**src/task_slot_table_scheduler_unit_macros.svh**
```systemverilog
// Assertion macros for the task slot table scheduler.
// Used by the top level only; depends on nothing else.
`ifndef TASK_SLOT_TABLE_SCHEDULER_UNIT_MACROS_SVH
`define TASK_SLOT_TABLE_SCHEDULER_UNIT_MACROS_SVH

// Same-cycle implication, disabled during reset.
`define TSTS_ASSERT_NOW(lbl, clk, rst, ante, cons, msg) \
  lbl: assert property (@(posedge clk) disable iff (rst) (ante) |-> (cons)) else $error(msg);

// Next-cycle implication, disabled during reset.
`define TSTS_ASSERT_NEXT(lbl, clk, rst, ante, cons, msg) \
  lbl: assert property (@(posedge clk) disable iff (rst) (ante) |=> (cons)) else $error(msg);

`endif

```
**src/tsts_pkg.sv**
```systemverilog
// Shared types and constants for the task slot table scheduler.
// Used by the controller, the datapath and the top level.
package tsts_pkg;

  localparam int SLOT_COUNT = 8;
  localparam int IDX_W = (SLOT_COUNT > 1) ? $clog2(SLOT_COUNT) : 1;
  localparam int ACT_W = 2;
  localparam int ID_W = 16;
  localparam int TICK_W = 32;
  localparam int OUT_IDX_W = 3;

  localparam logic [IDX_W-1:0] LAST_IDX = IDX_W'(SLOT_COUNT - 1);

  typedef logic [OUT_IDX_W-1:0] out_idx_t;

  typedef enum logic [ACT_W-1:0] {
    ACT_INSERT        = 2'd0,
    ACT_DELETE        = 2'd1,
    ACT_DELETE_OTHERS = 2'd2,
    ACT_EXECUTE       = 2'd3
  } action_t;

  typedef enum logic [1:0] {
    ST_IDLE,
    ST_SCAN,
    ST_INSERT
  } state_t;

  typedef struct packed {
    logic             load;
    logic             scan;
    logic             ins_wr;
    logic [IDX_W-1:0] idx;
  } dp_cmd_t;

  typedef struct packed {
    action_t op;
    logic    hit;
  } dp_stat_t;

endpackage

```
**src/tsts_ctrl.sv**
```systemverilog
// Controller state machine: accepts a command and steps the slot scan.
// Depends on tsts_pkg.
module tsts_ctrl (
  input  logic               clk,
  input  logic               rst,
  input  logic               start,
  input  tsts_pkg::dp_stat_t stat,
  output logic               busy,
  output tsts_pkg::dp_cmd_t  cmd
);

  tsts_pkg::state_t state, state_next;
  logic [tsts_pkg::IDX_W-1:0] idx, idx_next;

  always_ff @(posedge clk) begin
    if (rst) begin
      state <= tsts_pkg::ST_IDLE;
      idx   <= '0;
    end else begin
      state <= state_next;
      idx   <= idx_next;
    end
  end

  always_comb begin
    state_next = state;
    idx_next   = idx;
    cmd        = '0;
    cmd.idx    = idx;
    unique case (state)
      tsts_pkg::ST_IDLE: begin
        if (start) begin
          cmd.load   = 1'b1;
          idx_next   = '0;
          state_next = tsts_pkg::ST_SCAN;
        end
      end
      tsts_pkg::ST_SCAN: begin
        cmd.scan = 1'b1;
        if (stat.op == tsts_pkg::ACT_DELETE && stat.hit) begin
          state_next = tsts_pkg::ST_IDLE;
        end else if (idx == tsts_pkg::LAST_IDX) begin
          state_next = (stat.op == tsts_pkg::ACT_INSERT) ? tsts_pkg::ST_INSERT
                                                         : tsts_pkg::ST_IDLE;
        end else begin
          idx_next = idx + 1'b1;
        end
      end
      tsts_pkg::ST_INSERT: begin
        cmd.ins_wr = 1'b1;
        state_next = tsts_pkg::ST_IDLE;
      end
      default: begin
        state_next = tsts_pkg::ST_IDLE;
      end
    endcase
  end

  assign busy = (state != tsts_pkg::ST_IDLE);

endmodule

```
**src/tsts_dp.sv**
```systemverilog
// Datapath: slot table, command registers and dispatch result registers.
// Depends on tsts_pkg; driven by tsts_ctrl.
module tsts_dp (
  input  logic                          clk,
  input  logic                          rst,
  input  tsts_pkg::dp_cmd_t             cmd,
  input  logic [tsts_pkg::ACT_W-1:0]    action,
  input  logic [tsts_pkg::ID_W-1:0]     task_id,
  input  logic [tsts_pkg::TICK_W-1:0]   now_tick,
  output tsts_pkg::dp_stat_t            stat,
  output logic                          strobe,
  output logic [tsts_pkg::OUT_IDX_W-1:0] slot_index,
  output logic [tsts_pkg::ID_W-1:0]     dispatched_id,
  output logic [tsts_pkg::TICK_W-1:0]   elapsed_ticks,
  output logic                          last
);

  tsts_pkg::action_t op_r;
  logic [tsts_pkg::ID_W-1:0]   id_r;
  logic [tsts_pkg::TICK_W-1:0] now_r;
  logic                        dup_found;
  logic                        free_found;
  logic [tsts_pkg::IDX_W-1:0]  free_idx;

  logic [tsts_pkg::ID_W-1:0]   slot_task [tsts_pkg::SLOT_COUNT];
  logic [tsts_pkg::TICK_W-1:0] slot_tick [tsts_pkg::SLOT_COUNT];

  logic [tsts_pkg::ID_W-1:0]       cur_task;
  logic [tsts_pkg::TICK_W-1:0]     cur_tick;
  logic                            cur_busy;
  logic                            hit;
  logic [tsts_pkg::SLOT_COUNT-1:0] occ;
  logic [tsts_pkg::SLOT_COUNT-1:0] later;

  always_comb begin
    for (int i = 0; i < tsts_pkg::SLOT_COUNT; i++) begin
      occ[i] = (slot_task[i] != '0);
    end
  end

  assign cur_task = slot_task[cmd.idx];
  assign cur_tick = slot_tick[cmd.idx];
  assign cur_busy = (cur_task != '0);
  assign hit      = (cur_task == id_r) && (id_r != '0);
  assign later    = (occ >> cmd.idx) >> 1;

  assign stat.op  = op_r;
  assign stat.hit = hit;

  always_ff @(posedge clk) begin
    if (rst) begin
      for (int i = 0; i < tsts_pkg::SLOT_COUNT; i++) begin
        slot_task[i] <= '0;
      end
      strobe     <= 1'b0;
      dup_found  <= 1'b0;
      free_found <= 1'b0;
    end else begin
      strobe <= 1'b0;
      if (cmd.load) begin
        op_r       <= tsts_pkg::action_t'(action);
        id_r       <= task_id;
        now_r      <= now_tick;
        dup_found  <= 1'b0;
        free_found <= 1'b0;
      end
      if (cmd.scan) begin
        case (op_r)
          tsts_pkg::ACT_INSERT: begin
            if (hit) begin
              dup_found <= 1'b1;
            end
            if (!cur_busy && !free_found) begin
              free_found <= 1'b1;
              free_idx   <= cmd.idx;
            end
          end
          tsts_pkg::ACT_DELETE: begin
            if (hit) begin
              slot_task[cmd.idx] <= '0;
              slot_tick[cmd.idx] <= '0;
            end
          end
          tsts_pkg::ACT_DELETE_OTHERS: begin
            if (cur_task != id_r || id_r == '0) begin
              slot_task[cmd.idx] <= '0;
              slot_tick[cmd.idx] <= '0;
            end
          end
          tsts_pkg::ACT_EXECUTE: begin
            if (cur_busy) begin
              strobe             <= 1'b1;
              slot_index         <= tsts_pkg::out_idx_t'(cmd.idx);
              dispatched_id      <= cur_task;
              elapsed_ticks      <= now_r - cur_tick;
              last               <= (later == '0);
              slot_tick[cmd.idx] <= now_r;
            end
          end
          default: begin
          end
        endcase
      end
      if (cmd.ins_wr && !dup_found && free_found && id_r != '0) begin
        slot_task[free_idx] <= id_r;
        slot_tick[free_idx] <= '0;
      end
    end
  end

endmodule

```
**src/task_slot_table_scheduler_unit.sv**
```systemverilog
// Task slot table scheduler top level: controller plus datapath, one slot scanned per cycle.
// A command is loaded, then the scan steps through the slots; insert ends in a write state.
// Delete stops early at its first match. A new command is accepted only while busy is low.
// Execute gives a result for each occupied slot, registered in the cycle after its scan.
// Reset empties the table; results are never stalled by the receiver.
`include "task_slot_table_scheduler_unit_macros.svh"

module task_slot_table_scheduler_unit (
  input  logic                          clk,
  input  logic                          rst,
  input  logic                          start,
  output logic                          busy,
  input  logic [tsts_pkg::ACT_W-1:0]    action,
  input  logic [tsts_pkg::ID_W-1:0]     task_id,
  input  logic [tsts_pkg::TICK_W-1:0]   now_tick,
  output logic                          strobe,
  output logic [tsts_pkg::OUT_IDX_W-1:0] slot_index,
  output logic [tsts_pkg::ID_W-1:0]     dispatched_id,
  output logic [tsts_pkg::TICK_W-1:0]   elapsed_ticks,
  output logic                          last
);

  tsts_pkg::dp_cmd_t  cmd;
  tsts_pkg::dp_stat_t stat;

  tsts_ctrl u_ctrl (
    .clk   (clk),
    .rst   (rst),
    .start (start),
    .stat  (stat),
    .busy  (busy),
    .cmd   (cmd)
  );

  tsts_dp u_dp (
    .clk           (clk),
    .rst           (rst),
    .cmd           (cmd),
    .action        (action),
    .task_id       (task_id),
    .now_tick      (now_tick),
    .stat          (stat),
    .strobe        (strobe),
    .slot_index    (slot_index),
    .dispatched_id (dispatched_id),
    .elapsed_ticks (elapsed_ticks),
    .last          (last)
  );

  `TSTS_ASSERT_NOW(a_id_nonzero, clk, rst, strobe, dispatched_id != '0, "dispatched empty slot")
  `TSTS_ASSERT_NEXT(a_accept_busy, clk, rst, start && !busy, busy, "accepted command not busy")
  `TSTS_ASSERT_NEXT(a_last_ends, clk, rst, strobe && last, !strobe, "result after last")
  `TSTS_ASSERT_NEXT(a_scan_cmd, clk, rst, cmd.load, cmd.scan, "scan did not follow load")

endmodule

```
**config.mk**
```make
export PLATFORM = sky130hd
export DESIGN_NAME = task_slot_table_scheduler_unit
export DESIGN_NICKNAME = d
export VERILOG_FILES = /design/src/tsts_pkg.sv /design/src/tsts_ctrl.sv /design/src/tsts_dp.sv /design/src/task_slot_table_scheduler_unit.sv
export VERILOG_INCLUDE_DIRS = /design/src /design/src/src
export SDC_FILE = /design/constraint.sdc
export NUM_CORES = 1
export LEC_CHECK = 0
export BUFFER_PORTS_ARGS = -buffer_cell sky130_fd_sc_hd__buf_4
export CORE_MARGIN = 4
export CORE_UTILIZATION = 40
export DETAILED_ROUTE_END_ITERATION = 10
export GPL_TIMING_DRIVEN = 0
export SLEW_MARGIN = 20
export SYNTH_ARGS = -nofsm -noshare
export SYNTH_HDL_FRONTEND = slang
export SYNTH_SLANG_ARGS = --single-unit
```
**constraint.sdc**
```tcl
create_clock -name clk -period 12.2 [get_ports clk]
set_input_delay 1.22 -clock clk [delete_from_list [all_inputs] [get_ports clk]]
set_output_delay 1.22 -clock clk [all_outputs]
set_load 0.02 [all_outputs]
```
# After elaboration in Yosys (flattened, before gate mapping)
# Memory sizes are Yosys's and may differ from the RTL's. A register that Yosys moved wholly into a read port is not among the register bits.
# Cells that the tools add are included.
# classes
n_addsub	2
eq_ne	12
shifts	1
n_mux	57
n_bitwise	4
reduce_logical	34
# ops
cell	n
$reduce_bool A16 Y1	10
$mux W32	3
$mux W16	3
$mux W1	35
$reduce_or A16 Y1	2
$reduce_or A32 Y1	1
$sub A32 B32 Y32	1
$mux W3	10
$eq A16 B16 Y1	1
$logic_not A16 Y1	1
$ne A16 B16 Y1	1
$reduce_and A4 Y1	3
$logic_not A8 Y1	1
$mux W2	4
$shr A8 B3 Y8	1
$eq A2 B2 Y1 const B	3
$logic_and A1 B1 Y1	6
$ne A2 B2 Y1 const B	3
$pmux W3 S2	1
$eq A2 B1 Y1 const B	2
$logic_not A2 Y1	2
$pmux W2 S2	1
$reduce_and A2 Y1	2
$reduce_bool A2 Y1	2
7 further kinds	11
# word_totals
ff_bits	113
ram_bits	384
input_bits	53
out_inout_bits	54
mem_count	2
# memory_table
memory	words	width	rd	rd_ports_with_merged_regs	write_ports	line_no	source
u_dp.slot_tick	8	32	1	1	1	tsts_dp.sv:26	logic [tsts_pkg::TICK_W-1:0] slot_tick [tsts_pkg::SLOT_COUNT];
u_dp.slot_task	8	16	9	1	8	tsts_dp.sv:25	logic [tsts_pkg::ID_W-1:0] slot_task [tsts_pkg::SLOT_COUNT];

# Logic depth before layout (Yosys ltp)
# logic_depth
word_depth	11
ltp_mapped	16
mapped_depth_nobuf	12

# By module
# Synthesis repeated with hierarchy kept, for this count alone.
# unflattened
hier_cells	2310
area_unflattened_um2	23791.6
# by_module_without_submodules
module	instances	cells_per_inst	area_per_inst_um2	seq_area_each_um2
tsts_dp	1	2280	23485.0	12181.7
tsts_ctrl	1	30	306.5	100.1

# Worst setup path before layout
# No wires, ideal clock.
# synth_path
path_kind	register to register
start	register (tool-made name)
end	register u_dp.elapsed_ticks[31] (netlist bit) (data pin)
setup_ps	259
arrival_time_ps	4794
t_required_ps	11941
path_slack_ps	7147
stages_incl_launch_ff	16
synth_period_minus_slack_ps	5053
path_cell_list	dfxtp_1 clkbuf_1 buf_2 clkbuf_1 buf_1 mux4_2 mux2i_1 ha_1 a21oi_1 nand2_1 a221o_1 a2111oi_0 nor3_1 o41ai_1 mux2i_1 nor2_1
# synth_rtl
item	line_no	source
end signal: assignment	tsts_dp.sv:95	elapsed_ticks <= now_r - cur_tick;
end: declaration	tsts_dp.sv:14	output logic [tsts_pkg::TICK_W-1:0] elapsed_ticks,

==> results.json <==
{
  "ant_nets": 0,
  "finalCritPeriodShare_pct": 58.2,
  "ys_warn_count": 0,
  "tightest_slew_ns": 1.10,
  "crit_top_cell": "clkbuf_1",
  "ys.flop_type": "edfxtp_1",
  "synth_xor_xnor_area_share_pct": 1.56,
  "antenna_found_initial": 1,
  "cts_hold_repair.buffers": 0,
  "clk_latency_ns": 0.60,
  "cap_violations": 0,
  "synth_edf_count": 489,
  "hpwl_um": 39000,
  "slew_viol_final": 0,
  "avgViaCountPerCell": 5.62,
  "grt_usage_pct": 19.2,
  "leakage_nw": 8.10,
  "routedWlPerCell_um": 24.9,
  "cp-start-kind": "flip-flop",
  "max_stage_delay_ns": 0.83,
  "die_h_um": 239,
  "power_density_nw_per_um2": 146,
  "crit_arrival_ns": 7.44,
  "die_w_um": 239,
  "grt_setup_unrepaired": "false",
  "peakVddDrop_mv": 0.0960,
  "fin_skew_ns": 0.0263,
  "min_path_type": "reg2reg",
  "drive_gt1_share_pct": 23.3,
  "swShare_pct": 22.1,
  "drt_pass1_iterations": 5,
  "drt_iter0_drc": 1134,
  "n_antenna_cell": 0,
  "ys_seq_area_share_pct": 69.7,
  "hold_viol_final": 0,
  "synthMuxAreaShare_pct": 13.1,
  "clkPwrFrac_pct": 41.1,
  "synth_nets": 1385,
  "drc": 0,
  "final_nets": 1575,
  "cts_setup_buffers": 0,
  "synth_top_family_by_area": "multiplexers",
  "gp_congestion": 0.889,
  "ys_types": 61,
  "synth-adder-area-share_pct": 2.03,
  "cts-buffers-inserted": 52,
  "holdWs_ns": 0.498,
  "grt_max_degree": 25,
  "seqPwrFrac_pct": 52.3,
  "slew-limit-headroom_pct": 26.2,
  "min_period_ns": 7.10,
  "cts_root_buf": "clkbuf_16",
  "slowest_stage": "buf_1",
  "cts_sinks": 500,
  "ys_async_sr_fraction_pct": 0,
  "postSynthAreaPerCell_um2": 16.5,
  "clk_pin_slew_ns": 0.06,
  "yosys.area_share.simple_pct": 8.23,
  "nFillCells": 4443,
  "crit_path_end_kind": "flip-flop",
  "worstSetupPathType": "reg2reg",
  "layout_commonest_cell": "edfxtp_1",
  "cts.path.max_buffers": 3,
  "design.portCount": 107,
  "area_growth_pct": 18.2,
  "initial_utilization_pct": 40.5,
  "ys_ff_latch": 500,
  "p_sw_mw": 0.816,
  "p_int_mw": 2.88,
  "final.setup.worst_slack_ns": 5.10,
  "path_cells": "clkbuf_1, buf_2, clkbuf_1, buf_1, mux4_2, mux2i_1, ha_1, clkbuf_1, a21oi_1, a21oi_1, a311o_1, a2111oi_0, nor3_1, o41ai_1, mux2i_1, nor2_1",
  "grt_pass1_wl_um": 81600,
  "core_um2": 52800,
  "synth_compound_area_share_pct": 3.87,
  "worstPathMaxFanout": 10,
  "die-area_um2": 57200,
  "netlist_instances": 1298,
  "cts_tree": "done",
  "seqCellArea_um2": 14900,
  "final.setup.tns_ns": 0,
  "required_ns": 12.54,
  "setup_viol": 0,
  "rows": 84,
  "io_buffer_count": 106,
  "gr-total-overflow": 0,
  "post_cts_resized": 0,
  "multi_input_area_um2": 6280,
  "netlist_area_um2": 21400,
  "status": "completed",
  "comb_power_share_pct": 6.6,
  "pre_cts_ws_ns": 5.22,
  "final_cell_mix": "489 x edfxtp_1, 160 x nor2_1, 118 x buf_4, 93 x mux4_2, 56 x mux2i_1",
  "total_power_mw": 3.69,
  "htreeDepth": 2,
  "vias": 12500,
  "grt_pass1_vias": 12700,
  "drt_wl_total_um": 55200,
  "max_freq_mhz": 141,
  "final_util_pct": 47.9
}
==> power groups by stage <==
stage	combinational (mW)	sequential, mW	clock [mW]
after global placement	0.230	1.97	0
after floorplan	0.153	1.96	0
after global routing	0.264	1.93	1.61
final	0.245	1.93	1.52
after CTS	0.246	1.93	1.54
after detailed placement	0.245	1.97	0
==> cell type report <==
cell class	count	share of cell area, %
Buffer	47	0.797
Clock buffer	60	5.27
Clock inverter	32	1.05
Inverter	29	0.431
Multi-Input combinational cell	722	24.9
Sequential cell	500	59.0
Tap cell	688	3.41
Timing Repair Buffer	136	5.18
==> routing by layer <==
layer	GRT usage, %	wire, um	vias up	part of all wire (%)
met5	1.01	76	-	0.14
met4	4.75	1270	2	2.3
met3	4.49	4190	88	7.6
met2	30.7	26200	489	47
met1	27.0	23500	6391	42
li1	-	-	5480	-
==> cells by family after synthesis <==
family | Yosys count
compound gates | 125
xor+xnor | 38
fa+ha+maj | 34
buf+inv | 76
flops | 500
mux | 161
simple gates | 364
==> Yosys cell counts, drive strengths merged, types with 7 or more instances <==
master	number	share of area (%)
a211oi	7	0.25
nor2	170	3.0
clkbuf	28	0.49
xnor2	27	1.1
mux4	94	9.9
a21o	13	0.46
nor3	24	0.63
nand2	45	0.79
a21oi	45	1.1
nor4	23	0.67
o21ai	17	0.40
and2	35	1.0
nand3	14	0.33
mux2	11	0.60
buf	19	0.44
ha	33	1.9
mux2i	56	2.6
o31ai	8	0.28
edfxtp	489	69
or4	15	0.54
xor2	11	0.45
dfxtp	11	1.0
inv	29	0.51
nand2b	9	0.26
==> worst max-delay path: cells and delay by family, from the launching register on <==
kind                     cells  cell delay (ns)
AO/OA/AOI/OAI                5             1.99
multiplexers                 3             1.06
buffers and inverters        5             2.90
flip-flops                   1             0.30
adder cells (fa/ha/maj)      1             0.27
AND/OR/NAND/NOR              2             0.31
==> state kept, by name, indices dropped and copies added, names as in the netlist, 16 cells and up, named ones only <==
name / count
u_dp.dispatched_id: 16
u_dp.elapsed_ticks: 32
u_dp.now_r: 32
u_dp.slot_tick: 256
u_dp.slot_task: 128
u_dp.id_r: 16
==> through the flow <==
stage / cells / instance area [um2]
final: 2214 / 25300
after CTS: 2214 / 25300
after global placement: 2092 / 23000
after detailed placement: 2122 / 23700
after floorplan: 1298 / 21400
after global routing: 2214 / 25300
==> path summary, 6_finish.rpt <==
path | start | end | slack, ns | cells after the start
min reg2reg | u_dp.free_found$_SDFF_PP0_ | u_dp.free_found$_SDFF_PP0_ | 0.50 | 1
max reg2reg | flip-flop | u_dp.elapsed_ticks[31]$_DFFE_PP_ | 5.10 | 16
min | u_dp.free_found$_SDFF_PP0_ | u_dp.free_found$_SDFF_PP0_ | 0.50 | 1
max | flip-flop | u_dp.elapsed_ticks[31]$_DFFE_PP_ | 5.10 | 16
Power figures use the tool's default switching activity.
